<file path="src/sv/mre_pkg.sv">
package mre_pkg;

  localparam int COORD_BITS = 12;
  localparam int RAD_W      = COORD_BITS - 1;
  localparam int SQ_W       = 2 * RAD_W;
  localparam int TXY_W      = SQ_W + COORD_BITS + 1;
  localparam int HX_W       = COORD_BITS + 1;
  localparam int MB_W       = 2 * HX_W;
  localparam int DEC_W      = SQ_W + MB_W;

  localparam logic ACT_START = 1'b0;
  localparam logic ACT_STEP  = 1'b1;

  typedef enum logic [3:0] {
    OP_NONE,
    OP_LOAD,
    OP_SQ_RX,
    OP_SQ_RY,
    OP_RX2_RY,
    OP_START_DEC,
    OP_SQ_HX,
    OP_SQ_YM,
    OP_RY2_HX2,
    OP_RX2_YM2,
    OP_SUB_RR,
    OP_R2_DEC,
    OP_STEP_A,
    OP_STEP_B
  } op_e;

  typedef struct packed {
    logic                  action;
    logic [COORD_BITS-1:0] x_start;
    logic [COORD_BITS-1:0] y_start;
    logic [COORD_BITS-1:0] x_end;
    logic [COORD_BITS-1:0] y_end;
  } in_item_t;

  typedef struct packed {
    logic [COORD_BITS-1:0] px_right;
    logic [COORD_BITS-1:0] px_left;
    logic [COORD_BITS-1:0] py_below;
    logic [COORD_BITS-1:0] py_above;
    logic                  last_set;
  } out_item_t;

  typedef struct packed {
    op_e  op;
    logic emit;
  } cmd_t;

  typedef struct packed {
    logic drawing;
    logic need_init;
    logic out_free;
  } status_t;

endpackage

</file>
<file path="src/sv/midpoint_ellipse_rasterizer.sv">
// Midpoint ellipse rasterizer. A start beat (action 0) takes two corners and returns the
// top/bottom point set after the accept state, three passes through the one shared
// multiplier (rx*rx, ry*ry, rx^2*ry) and a state that forms the decision value.
// A step beat (action 1) returns the next four-point set after an offset update, then a
// decision update; on the first step into region 2 the decision value is first rebuilt
// by five passes through that multiplier and a final subtract. A step while no ellipse
// is being drawn is taken and dropped, returning nothing. Input is stalled while a beat
// is in work; a finished set waits for the output register and is held back only while
// the previous set is still stalled there. last_set marks the final set of each ellipse.
module midpoint_ellipse_rasterizer (
  input  logic               clk_i,
  input  logic               rst_ni,
  input  logic               in_valid_i,
  output logic               in_stall_o,
  input  mre_pkg::in_item_t  in_data_i,
  output logic               out_valid_o,
  input  logic               out_stall_i,
  output mre_pkg::out_item_t out_data_o
);

  mre_pkg::cmd_t    cmd;
  mre_pkg::status_t status;

  mre_ctrl u_ctrl (
    .clk_i       (clk_i),
    .rst_ni      (rst_ni),
    .in_valid_i  (in_valid_i),
    .in_action_i (in_data_i.action),
    .in_stall_o  (in_stall_o),
    .status_i    (status),
    .cmd_o       (cmd)
  );

  mre_datapath u_datapath (
    .clk_i       (clk_i),
    .rst_ni      (rst_ni),
    .in_data_i   (in_data_i),
    .cmd_i       (cmd),
    .status_o    (status),
    .out_valid_o (out_valid_o),
    .out_stall_i (out_stall_i),
    .out_data_o  (out_data_o)
  );

endmodule

</file>
<file path="src/sv/mre_datapath.sv">
module mre_datapath (
  input  logic               clk_i,
  input  logic               rst_ni,
  input  mre_pkg::in_item_t  in_data_i,
  input  mre_pkg::cmd_t      cmd_i,
  output mre_pkg::status_t   status_o,
  output logic               out_valid_o,
  input  logic               out_stall_i,
  output mre_pkg::out_item_t out_data_o
);

  logic [mre_pkg::COORD_BITS-1:0] cx_q, cx_d, cy_q, cy_d;
  logic [mre_pkg::COORD_BITS-1:0] ox_q, ox_d, oy_q, oy_d;
  logic [mre_pkg::RAD_W-1:0]      rx_q, rx_d, ry_q, ry_d;
  logic [mre_pkg::SQ_W-1:0]       rx2_q, rx2_d, ry2_q, ry2_d;
  logic [mre_pkg::TXY_W-1:0]      tx_q, tx_d, ty_q, ty_d;
  logic [mre_pkg::DEC_W-1:0]      dec_q, dec_d;
  logic [mre_pkg::MB_W-1:0]       sq_q, sq_d;
  logic [mre_pkg::DEC_W-1:0]      prod_q;
  logic                           region2_q, region2_d;
  logic                           drawing_q, drawing_d;
  logic                           br_r2_q, br_r2_d, br_xy_q, br_xy_d;
  logic                           out_valid_q, out_valid_d;
  mre_pkg::out_item_t             out_q, out_d;

  logic [mre_pkg::COORD_BITS-1:0] x_lo, x_hi, y_lo, y_hi, x_span, y_span;
  logic [mre_pkg::HX_W-1:0]       hx;
  logic [mre_pkg::COORD_BITS-1:0] ym;
  logic [mre_pkg::SQ_W-1:0]       mul_a;
  logic [mre_pkg::MB_W-1:0]       mul_b;
  logic [mre_pkg::DEC_W-1:0]      mul_p;
  logic [mre_pkg::DEC_W-1:0]      prod_x4;
  logic [mre_pkg::DEC_W-1:0]      term;
  logic                           dec_neg, dec_pos, x_move, y_move, out_free;

  assign x_lo   = (in_data_i.x_start < in_data_i.x_end) ? in_data_i.x_start : in_data_i.x_end;
  assign x_hi   = (in_data_i.x_start < in_data_i.x_end) ? in_data_i.x_end : in_data_i.x_start;
  assign y_lo   = (in_data_i.y_start < in_data_i.y_end) ? in_data_i.y_start : in_data_i.y_end;
  assign y_hi   = (in_data_i.y_start < in_data_i.y_end) ? in_data_i.y_end : in_data_i.y_start;
  assign x_span = x_hi - x_lo;
  assign y_span = y_hi - y_lo;

  assign hx      = {ox_q, 1'b1};
  assign ym      = oy_q - mre_pkg::COORD_BITS'(1);
  assign prod_x4 = {prod_q[mre_pkg::DEC_W-3:0], 2'b00};

  assign dec_neg = dec_q[mre_pkg::DEC_W-1];
  assign dec_pos = !dec_neg && (dec_q != '0);
  // region 1 always moves in x; region 2 always moves in y
  assign x_move  = !region2_q || !dec_pos;
  assign y_move  = region2_q || !dec_neg;

  assign out_free = !out_valid_q || !out_stall_i;

  // shared multiplier, operands picked by the current command
  always_comb begin
    mul_a = '0;
    mul_b = '0;
    case (cmd_i.op)
      mre_pkg::OP_SQ_RX: begin
        mul_a = mre_pkg::SQ_W'(rx_q);
        mul_b = mre_pkg::MB_W'(rx_q);
      end
      mre_pkg::OP_SQ_RY: begin
        mul_a = mre_pkg::SQ_W'(ry_q);
        mul_b = mre_pkg::MB_W'(ry_q);
      end
      mre_pkg::OP_RX2_RY: begin
        mul_a = rx2_q;
        mul_b = mre_pkg::MB_W'(ry_q);
      end
      mre_pkg::OP_SQ_HX: begin
        mul_a = mre_pkg::SQ_W'(hx);
        mul_b = mre_pkg::MB_W'(hx);
      end
      mre_pkg::OP_SQ_YM: begin
        mul_a = mre_pkg::SQ_W'(ym);
        mul_b = mre_pkg::MB_W'(ym);
      end
      mre_pkg::OP_RY2_HX2: begin
        mul_a = ry2_q;
        mul_b = sq_q;
      end
      mre_pkg::OP_RX2_YM2: begin
        mul_a = rx2_q;
        mul_b = sq_q;
      end
      mre_pkg::OP_SUB_RR: begin
        mul_a = rx2_q;
        mul_b = mre_pkg::MB_W'(ry2_q);
      end
      default: begin
        mul_a = '0;
        mul_b = '0;
      end
    endcase
  end

  assign mul_p = mul_a * mul_b;

  // increment for the decision value, times four applied below
  always_comb begin
    term = br_r2_q ? mre_pkg::DEC_W'(rx2_q) : mre_pkg::DEC_W'(ry2_q);
    if (!br_r2_q || br_xy_q) begin
      term = term + mre_pkg::DEC_W'(tx_q);
    end
    if (br_r2_q || br_xy_q) begin
      term = term - mre_pkg::DEC_W'(ty_q);
    end
  end

  always_comb begin
    cx_d      = cx_q;
    cy_d      = cy_q;
    ox_d      = ox_q;
    oy_d      = oy_q;
    rx_d      = rx_q;
    ry_d      = ry_q;
    rx2_d     = rx2_q;
    ry2_d     = ry2_q;
    tx_d      = tx_q;
    ty_d      = ty_q;
    dec_d     = dec_q;
    sq_d      = sq_q;
    region2_d = region2_q;
    br_r2_d   = br_r2_q;
    br_xy_d   = br_xy_q;
    case (cmd_i.op)
      mre_pkg::OP_LOAD: begin
        rx_d      = x_span[mre_pkg::COORD_BITS-1:1];
        ry_d      = y_span[mre_pkg::COORD_BITS-1:1];
        cx_d      = x_lo + {1'b0, x_span[mre_pkg::COORD_BITS-1:1]};
        cy_d      = y_lo + {1'b0, y_span[mre_pkg::COORD_BITS-1:1]};
        ox_d      = '0;
        oy_d      = {1'b0, y_span[mre_pkg::COORD_BITS-1:1]};
        tx_d      = '0;
        region2_d = 1'b0;
      end
      mre_pkg::OP_SQ_RY: begin
        rx2_d = prod_q[mre_pkg::SQ_W-1:0];
      end
      mre_pkg::OP_RX2_RY: begin
        ry2_d = prod_q[mre_pkg::SQ_W-1:0];
      end
      mre_pkg::OP_START_DEC: begin
        ty_d  = {prod_q[mre_pkg::TXY_W-2:0], 1'b0};
        dec_d = mre_pkg::DEC_W'({ry2_q, 2'b00}) - prod_x4 + mre_pkg::DEC_W'(rx2_q);
      end
      mre_pkg::OP_SQ_YM: begin
        sq_d = prod_q[mre_pkg::MB_W-1:0];
      end
      mre_pkg::OP_RY2_HX2: begin
        sq_d = prod_q[mre_pkg::MB_W-1:0];
      end
      mre_pkg::OP_RX2_YM2: begin
        dec_d = prod_q;
      end
      mre_pkg::OP_SUB_RR: begin
        dec_d = dec_q + prod_x4;
      end
      mre_pkg::OP_R2_DEC: begin
        dec_d     = dec_q - prod_x4;
        region2_d = 1'b1;
      end
      mre_pkg::OP_STEP_A: begin
        if (x_move) begin
          ox_d = ox_q + mre_pkg::COORD_BITS'(1);
          tx_d = tx_q + mre_pkg::TXY_W'({ry2_q, 1'b0});
        end
        if (y_move) begin
          oy_d = oy_q - mre_pkg::COORD_BITS'(1);
          ty_d = ty_q - mre_pkg::TXY_W'({rx2_q, 1'b0});
        end
        br_r2_d = region2_q;
        br_xy_d = x_move && y_move;
      end
      mre_pkg::OP_STEP_B: begin
        dec_d = dec_q + {term[mre_pkg::DEC_W-3:0], 2'b00};
      end
      default: begin
        dec_d = dec_q;
      end
    endcase
  end

  always_comb begin
    drawing_d   = drawing_q;
    out_valid_d = out_valid_q;
    out_d       = out_q;
    if (cmd_i.emit) begin
      out_valid_d    = 1'b1;
      out_d.px_right = cx_q + ox_q;
      out_d.px_left  = cx_q - ox_q;
      out_d.py_below = cy_q + oy_q;
      out_d.py_above = cy_q - oy_q;
      out_d.last_set = (oy_q == '0);
      drawing_d      = (oy_q != '0);
    end else if (!out_stall_i) begin
      out_valid_d = 1'b0;
    end
  end

  always_ff @(posedge clk_i or negedge rst_ni) begin
    if (!rst_ni) begin
      cx_q        <= '0;
      cy_q        <= '0;
      ox_q        <= '0;
      oy_q        <= '0;
      rx_q        <= '0;
      ry_q        <= '0;
      rx2_q       <= '0;
      ry2_q       <= '0;
      tx_q        <= '0;
      ty_q        <= '0;
      dec_q       <= '0;
      region2_q   <= 1'b0;
      drawing_q   <= 1'b0;
      br_r2_q     <= 1'b0;
      br_xy_q     <= 1'b0;
      out_valid_q <= 1'b0;
    end else begin
      cx_q        <= cx_d;
      cy_q        <= cy_d;
      ox_q        <= ox_d;
      oy_q        <= oy_d;
      rx_q        <= rx_d;
      ry_q        <= ry_d;
      rx2_q       <= rx2_d;
      ry2_q       <= ry2_d;
      tx_q        <= tx_d;
      ty_q        <= ty_d;
      dec_q       <= dec_d;
      region2_q   <= region2_d;
      drawing_q   <= drawing_d;
      br_r2_q     <= br_r2_d;
      br_xy_q     <= br_xy_d;
      out_valid_q <= out_valid_d;
    end
  end

  always_ff @(posedge clk_i) begin
    prod_q <= mul_p;
    sq_q   <= sq_d;
    out_q  <= out_d;
  end

  assign status_o.drawing   = drawing_q;
  assign status_o.need_init = !region2_q && !(tx_q < ty_q);
  assign status_o.out_free  = out_free;

  assign out_valid_o = out_valid_q;
  assign out_data_o  = out_q;

  a_region2_from_init: assert property (@(posedge clk_i) disable iff (!rst_ni)
    $rose(region2_q) |-> $past(cmd_i.op) == mre_pkg::OP_R2_DEC)
    else $error("region 2 entered without its decision set-up");

  a_drawing_ends_on_last: assert property (@(posedge clk_i) disable iff (!rst_ni)
    $fell(drawing_q) |-> $past(cmd_i.emit) && $past(oy_q) == '0)
    else $error("drawing ended without a last point set");

  a_emit_into_free_slot: assert property (@(posedge clk_i) disable iff (!rst_ni)
    cmd_i.emit |-> out_free)
    else $error("point set written over an untaken beat");

endmodule

</file>
<file path="src/sv/mre_ctrl.sv">
module mre_ctrl (
  input  logic             clk_i,
  input  logic             rst_ni,
  input  logic             in_valid_i,
  input  logic             in_action_i,
  output logic             in_stall_o,
  input  mre_pkg::status_t status_i,
  output mre_pkg::cmd_t    cmd_o
);

  localparam logic [3:0] ST_IDLE      = 4'd0;
  localparam logic [3:0] ST_SQ_RX     = 4'd1;
  localparam logic [3:0] ST_SQ_RY     = 4'd2;
  localparam logic [3:0] ST_RX2_RY    = 4'd3;
  localparam logic [3:0] ST_START_DEC = 4'd4;
  localparam logic [3:0] ST_SQ_YM     = 4'd5;
  localparam logic [3:0] ST_RY2_HX2   = 4'd6;
  localparam logic [3:0] ST_RX2_YM2   = 4'd7;
  localparam logic [3:0] ST_SUB_RR    = 4'd8;
  localparam logic [3:0] ST_R2_DEC    = 4'd9;
  localparam logic [3:0] ST_STEP_A    = 4'd10;
  localparam logic [3:0] ST_STEP_B    = 4'd11;
  localparam logic [3:0] ST_EMIT      = 4'd12;

  logic [3:0] state_q, state_d;

  assign in_stall_o = (state_q != ST_IDLE);

  always_comb begin
    state_d    = state_q;
    cmd_o.op   = mre_pkg::OP_NONE;
    cmd_o.emit = 1'b0;
    case (state_q)
      ST_IDLE: begin
        if (in_valid_i) begin
          if (in_action_i == mre_pkg::ACT_START) begin
            cmd_o.op = mre_pkg::OP_LOAD;
            state_d  = ST_SQ_RX;
          end else if (!status_i.drawing) begin
            // drop: nothing to advance
            cmd_o.op = mre_pkg::OP_NONE;
          end else if (status_i.need_init) begin
            cmd_o.op = mre_pkg::OP_SQ_HX;
            state_d  = ST_SQ_YM;
          end else begin
            cmd_o.op = mre_pkg::OP_STEP_A;
            state_d  = ST_STEP_B;
          end
        end
      end
      ST_SQ_RX: begin
        cmd_o.op = mre_pkg::OP_SQ_RX;
        state_d  = ST_SQ_RY;
      end
      ST_SQ_RY: begin
        cmd_o.op = mre_pkg::OP_SQ_RY;
        state_d  = ST_RX2_RY;
      end
      ST_RX2_RY: begin
        cmd_o.op = mre_pkg::OP_RX2_RY;
        state_d  = ST_START_DEC;
      end
      ST_START_DEC: begin
        cmd_o.op   = mre_pkg::OP_START_DEC;
        cmd_o.emit = status_i.out_free;
        state_d    = status_i.out_free ? ST_IDLE : ST_EMIT;
      end
      ST_SQ_YM: begin
        cmd_o.op = mre_pkg::OP_SQ_YM;
        state_d  = ST_RY2_HX2;
      end
      ST_RY2_HX2: begin
        cmd_o.op = mre_pkg::OP_RY2_HX2;
        state_d  = ST_RX2_YM2;
      end
      ST_RX2_YM2: begin
        cmd_o.op = mre_pkg::OP_RX2_YM2;
        state_d  = ST_SUB_RR;
      end
      ST_SUB_RR: begin
        cmd_o.op = mre_pkg::OP_SUB_RR;
        state_d  = ST_R2_DEC;
      end
      ST_R2_DEC: begin
        cmd_o.op = mre_pkg::OP_R2_DEC;
        state_d  = ST_STEP_A;
      end
      ST_STEP_A: begin
        cmd_o.op = mre_pkg::OP_STEP_A;
        state_d  = ST_STEP_B;
      end
      ST_STEP_B: begin
        cmd_o.op   = mre_pkg::OP_STEP_B;
        cmd_o.emit = status_i.out_free;
        state_d    = status_i.out_free ? ST_IDLE : ST_EMIT;
      end
      ST_EMIT: begin
        // hold until the output register frees up
        cmd_o.emit = status_i.out_free;
        state_d    = status_i.out_free ? ST_IDLE : ST_EMIT;
      end
      default: begin
        state_d = ST_IDLE;
      end
    endcase
  end

  always_ff @(posedge clk_i or negedge rst_ni) begin
    if (!rst_ni) begin
      state_q <= ST_IDLE;
    end else begin
      state_q <= state_d;
    end
  end

  a_idle_step_dropped: assert property (@(posedge clk_i) disable iff (!rst_ni)
    (state_q == ST_IDLE && in_valid_i && in_action_i == mre_pkg::ACT_STEP
     && !status_i.drawing) |=> state_q == ST_IDLE)
    else $error("step while idle did not drop");

  a_step_a_after_init: assert property (@(posedge clk_i) disable iff (!rst_ni)
    state_q == ST_STEP_A |-> $past(state_q) == ST_R2_DEC)
    else $error("region 2 step without decision set-up");

  a_state_legal: assert property (@(posedge clk_i) disable iff (!rst_ni)
    state_q <= ST_EMIT)
    else $error("controller left its state encoding");

endmodule

</file>
<file path="config.mk">
export PLATFORM = sky130hd
export DESIGN_NAME = midpoint_ellipse_rasterizer
export DESIGN_NICKNAME = d
export VERILOG_FILES = /design/src/sv/mre_pkg.sv /design/src/sv/midpoint_ellipse_rasterizer.sv /design/src/sv/mre_datapath.sv /design/src/sv/mre_ctrl.sv
export SDC_FILE = /design/constraint.sdc
export NUM_CORES = 2
export LEC_CHECK = 0
export ABC_AREA = 1
export CAP_MARGIN = 20
export CORE_MARGIN = 4
export CORE_UTILIZATION = 52
export DETAILED_ROUTE_END_ITERATION = 8
export DONT_BUFFER_PORTS = 1
export PLACE_DENSITY = 0.67
export SLEW_MARGIN = 20
export SYNTH_ARGS = -nofsm -noshare
export SYNTH_HDL_FRONTEND = slang
export SYNTH_SLANG_ARGS = --single-unit
</file>
<file path="constraint.sdc">
create_clock -name clk_i -period 7.3 [get_ports clk_i]
set_clock_uncertainty 0.05 [all_clocks]
set_input_delay 0.73 -clock clk_i [delete_from_list [all_inputs] [get_ports clk_i]]
set_output_delay 0.73 -clock clk_i [all_outputs]
set_load 0.05 [all_outputs]
</file>
==> results.txt <==
----------------------------------------------------
[Worst setup path]
  Worst setup path class ... reg -> reg
  Crit path launch ... u_datapath.tx_q[24]
  Most used cell along the critical path ... sky130_fd_sc_hd__fa_1
  Nature of the critical path startpoint ... flip-flop
  Critical path data required time ... 7.72 ns
  Category of cells accounting for the largest share of critical-path delay ... adder cells
  Count of buffer and inverter cells on the critical path ... 11
  Worst stage delay on the critical path ... 0.61 ns
  Minimum setup slack among reg-to-reg paths ... -1.46 ns
  Worst r2r path cells ... 39
  Arr. time, crit path ... 9.19 ns
  Maximum fanout along the worst path ... 6
  Crit. path cell count ... 39
  Reg2reg start ... u_datapath.tx_q[24]
  Endpoint of the worst setup timing path ... u_datapath.prod_q[26]
  Critical register-to-register path endpoint ... u_datapath.prod_q[26]
  Capturing element type of the critical path ... flip-flop
  Cell with the biggest individual delay on the critical path ... sky130_fd_sc_hd__fa_1

[Logic synthesis]
  Most area-consuming cells after synthesis ... sky130_fd_sc_hd__fa_1, sky130_fd_sc_hd__nand2_1, sky130_fd_sc_hd__dfrtp_1, sky130_fd_sc_hd__ha_1, sky130_fd_sc_hd__inv_1
  Async set or reset register ratio after synthesis ... 66.4%
  Post-Synthesis Net Count ... 8694
  Number of synthesis warnings ... 0
  Cell type with the highest aggregate area in the netlist ... sky130_fd_sc_hd__fa_1
  List of most frequent post-synthesis cells ... sky130_fd_sc_hd__nand2_1, sky130_fd_sc_hd__inv_1, sky130_fd_sc_hd__nor2_1
  Area fraction of the dominant cell type after synthesis ... 18.9%
  Synthesized instance count ... 7673
  Unique cell type count in the Yosys netlist ... 61
  Mapped cell area ... 53800 sq um
  Number of enable flip-flop cells after synthesis ... 73
  Top_reg_cell synth ... sky130_fd_sc_hd__dfrtp_1
  Post-synthesis sequential area ratio ... 17.0%
  Count leader, synth ... sky130_fd_sc_hd__nand2_1
  Synthesized area divided by synthesized cell count ... 7.01 sq um
  Number of flip-flops and latches in the synthesized netlist ... 360

[Placement]
  Final estimated routing congestion in global placement ... 1.12
  HPWL reported at the end of detailed placement ... 193000 um
  Number of placed instances, taps included ... 9908
  Worst setup slack before clock tree synthesis ... -2.25 ns
  Port buffer count ... 0

[GRT]
  Number of global-route vias before repair ... 57200
  Sum of overflow across all layers after global routing ... 0
  Global-route wire length before repair ... 348000 um
  Global-route usage over all layers ... 42.6%
  Initial antenna violation count ... 3
  Largest net degree at the start of global routing ... 240

[Timing]
  Final worst path period share ... 120%
  Setup slack of the critical path after layout ... -1.46 ns
  Fmax ... 0.114 GHz
  Hold violation count in the final report ... 28
  Final-report max-slew violation count ... 0
  Sum of negative setup slack ... -132.75 ns
  Worst relative slew slack ... 21.7%
  Final Critical Period ... 8.76 ns
  RSZ-0062 raised after global routing ... yes
  Hold Slack ... -0.0494 ns
  Actual slew at the worst max-slew pin ... 1.17 ns
  Finish-stage setup viols ... 117

[Clocking]
  Number of sinks handled by clock tree synthesis ... 360
  H-tree Lvls ... 2
  Total clock buffers created by CTS ... 45
  Clock transition time at the flip-flop clock pins of the worst setup and hold paths ... 0.06 ns
  Clock root buffer ... sky130_fd_sc_hd__clkbuf_16
  Maximum buffer depth of the clock tree ... 3
  TritonCTS clock tree ... done
  Clk Latency, worst-skew pair ... 0.65 ns

[Floorplanning]
  Die Footprint ... 109000 sq um
  Width of the die ... 330 um
  Initial Util ... 52.6%
  Num rows ... 117
  Die height ... 330 um
  Top-Level Pins ... 104
  Core Box Area ... 102000 sq um

[Job]
  Total of max-cap violations ... 0

[Routing]
  Routed WL per cell ... 23.5 um
  Drt first pass iters ... 7
  Drt initial violations ... 6528
  Total Routed Length ... 238000 um
  Count of unresolved DRC violations after routing ... 0
  Detail-routed via count per cell ... 5.79
  Total number of vias ... 58600
  Post-DRT Antenna Nets ... 0

[Layout]
  Number of nets in the layout ... 9734
  Count of filler cells inserted in the layout ... 8931
  P&R area growth vs syn ... 27.4%
  Final cell count without fillers ... 10100
  Fraction of final layout cells with drive strength greater than 1 ... 19.9%

[Status]
  Violated checks ... negative hold slack, negative setup slack
  Status ... finished with violations

[Worst hold path]
  Worst min path class ... in -> async

----------------------------------------------------
area by class of cell:
class | count | area (sq um) | area share [%]
Multi-Input combinational cell | 5673 | 40500 | 59.1
Timing Repair Buffer | 1200 | 10100 | 14.7
Sequential cell | 360 | 9140 | 13.3
Inverter | 1431 | 5410 | 7.90
Tap cell | 1368 | 1710 | 2.50
Clock buffer | 55 | 1200 | 1.76
Clock inverter | 29 | 390 | 0.570
Timing Repair inverter | 2 | 27.5 | 0.0402
Antenna cell | 3 | 7.51 | 0.0110
timing repair:
action,in CTS,in global routing
gates resized for setup,289,192
pin swaps,130,77
endpoints found under the hold margin,239,0
endpoints found under the setup margin,50,146
buffers inserted,86,33
hold buffers,1,0
gates cloned,2,8
logic make-up after synthesis:
| logic type | count (synthesis) | share of synthesized area (%) |
|---|---|---|
| simple gates | 3075 | 23.7 |
| xor+xnor | 245 | 3.99 |
| other cells | 1 | 0.00697 |
| flops | 360 | 17.0 |
| buf+inv | 1641 | 11.7 |
| compound gates | 1383 | 14.1 |
| fa+ha+maj | 968 | 29.6 |
layer usage:
layer	global-route usage, %	up-vias	part of all wire [%]	routed length [um]
met5	0	-	0	0
met4	26.2	0	8.3	19800
met3	7.72	857	10	24300
met2	68.1	3490	44	105000
met1	53.8	27800	37	88500
li1	-	26500	-	-
how the worst min path moves through the flow:
stage,to,start,cells past startpoint
global placement,u_datapath.rx_q[1],rst_ni,0
floorplan,u_datapath.sq_q[23],u_datapath.prod_q[23],0
finish,u_datapath.rx_q[1],rst_ni,1
detailed placement,u_datapath.cx_q[2],rst_ni,0
global route,u_datapath.cx_q[3],rst_ni,1
CTS,u_datapath.out_valid_o,out_stall_i,2
metrics by stage:
step	area, sq um	utilization, %
after global placement	63900	62.6
final	68500	67.1
after floorplan	54300	-
after detailed placement	63900	62.6
after CTS	67300	65.9
after global routing	68500	67.1
sequential cells by signal, summed over array words and instances (netlist names):
name	flops
u_datapath.br_xy_q	1
u_ctrl.state_q	4
u_datapath.oy_q	12
u_datapath.rx_q	11
u_datapath.dec_q	48
u_datapath.region2_q	1
u_datapath.ox_q	12
u_datapath.ty_q	34
u_datapath.drawing_q	1
u_datapath.tx_q	34
u_datapath.cy_q	12
u_datapath.prod_q	48
u_datapath.sq_q	26
u_datapath.out_data_o	47
u_datapath.rx2_q	22
u_datapath.cx_q	12
u_datapath.ry_q	11
u_datapath.out_valid_o	1
u_datapath.ry2_q	22
u_datapath.br_r2_q	1
placed cells by master (no fill, tap or decap), types with 43 or more instances in the layout:
cell,netlist,final
sky130_fd_sc_hd__inv_1,1411,1371
sky130_fd_sc_hd__a21o_1,43,43
sky130_fd_sc_hd__or2_2,48,48
sky130_fd_sc_hd__buf_6,1,50
sky130_fd_sc_hd__dfrtp_1,239,238
sky130_fd_sc_hd__o21ai_1,16,44
sky130_fd_sc_hd__ha_1,461,423
sky130_fd_sc_hd__o211ai_1,44,44
sky130_fd_sc_hd__nand2_1,1833,1737
sky130_fd_sc_hd__buf_12,0,60
sky130_fd_sc_hd__a21oi_2,1,43
sky130_fd_sc_hd__nand4_1,53,53
sky130_fd_sc_hd__dfxtp_1,48,48
sky130_fd_sc_hd__xnor2_1,58,55
sky130_fd_sc_hd__o21ai_0,545,499
sky130_fd_sc_hd__nand2_2,10,58
sky130_fd_sc_hd__nor3_1,75,68
sky130_fd_sc_hd__buf_4,8,1079
sky130_fd_sc_hd__fa_1,507,484
sky130_fd_sc_hd__xor2_1,187,176
sky130_fd_sc_hd__nand3_1,349,336
sky130_fd_sc_hd__inv_2,15,50
sky130_fd_sc_hd__edfxtp_1,73,73
sky130_fd_sc_hd__a21oi_1,530,473
sky130_fd_sc_hd__clkbuf_16,0,49
sky130_fd_sc_hd__nor2_1,587,551
Power is left out: the tool's default activity adds up to more than one toggle a clock period on the data nets, which glitch-free logic cannot reach.
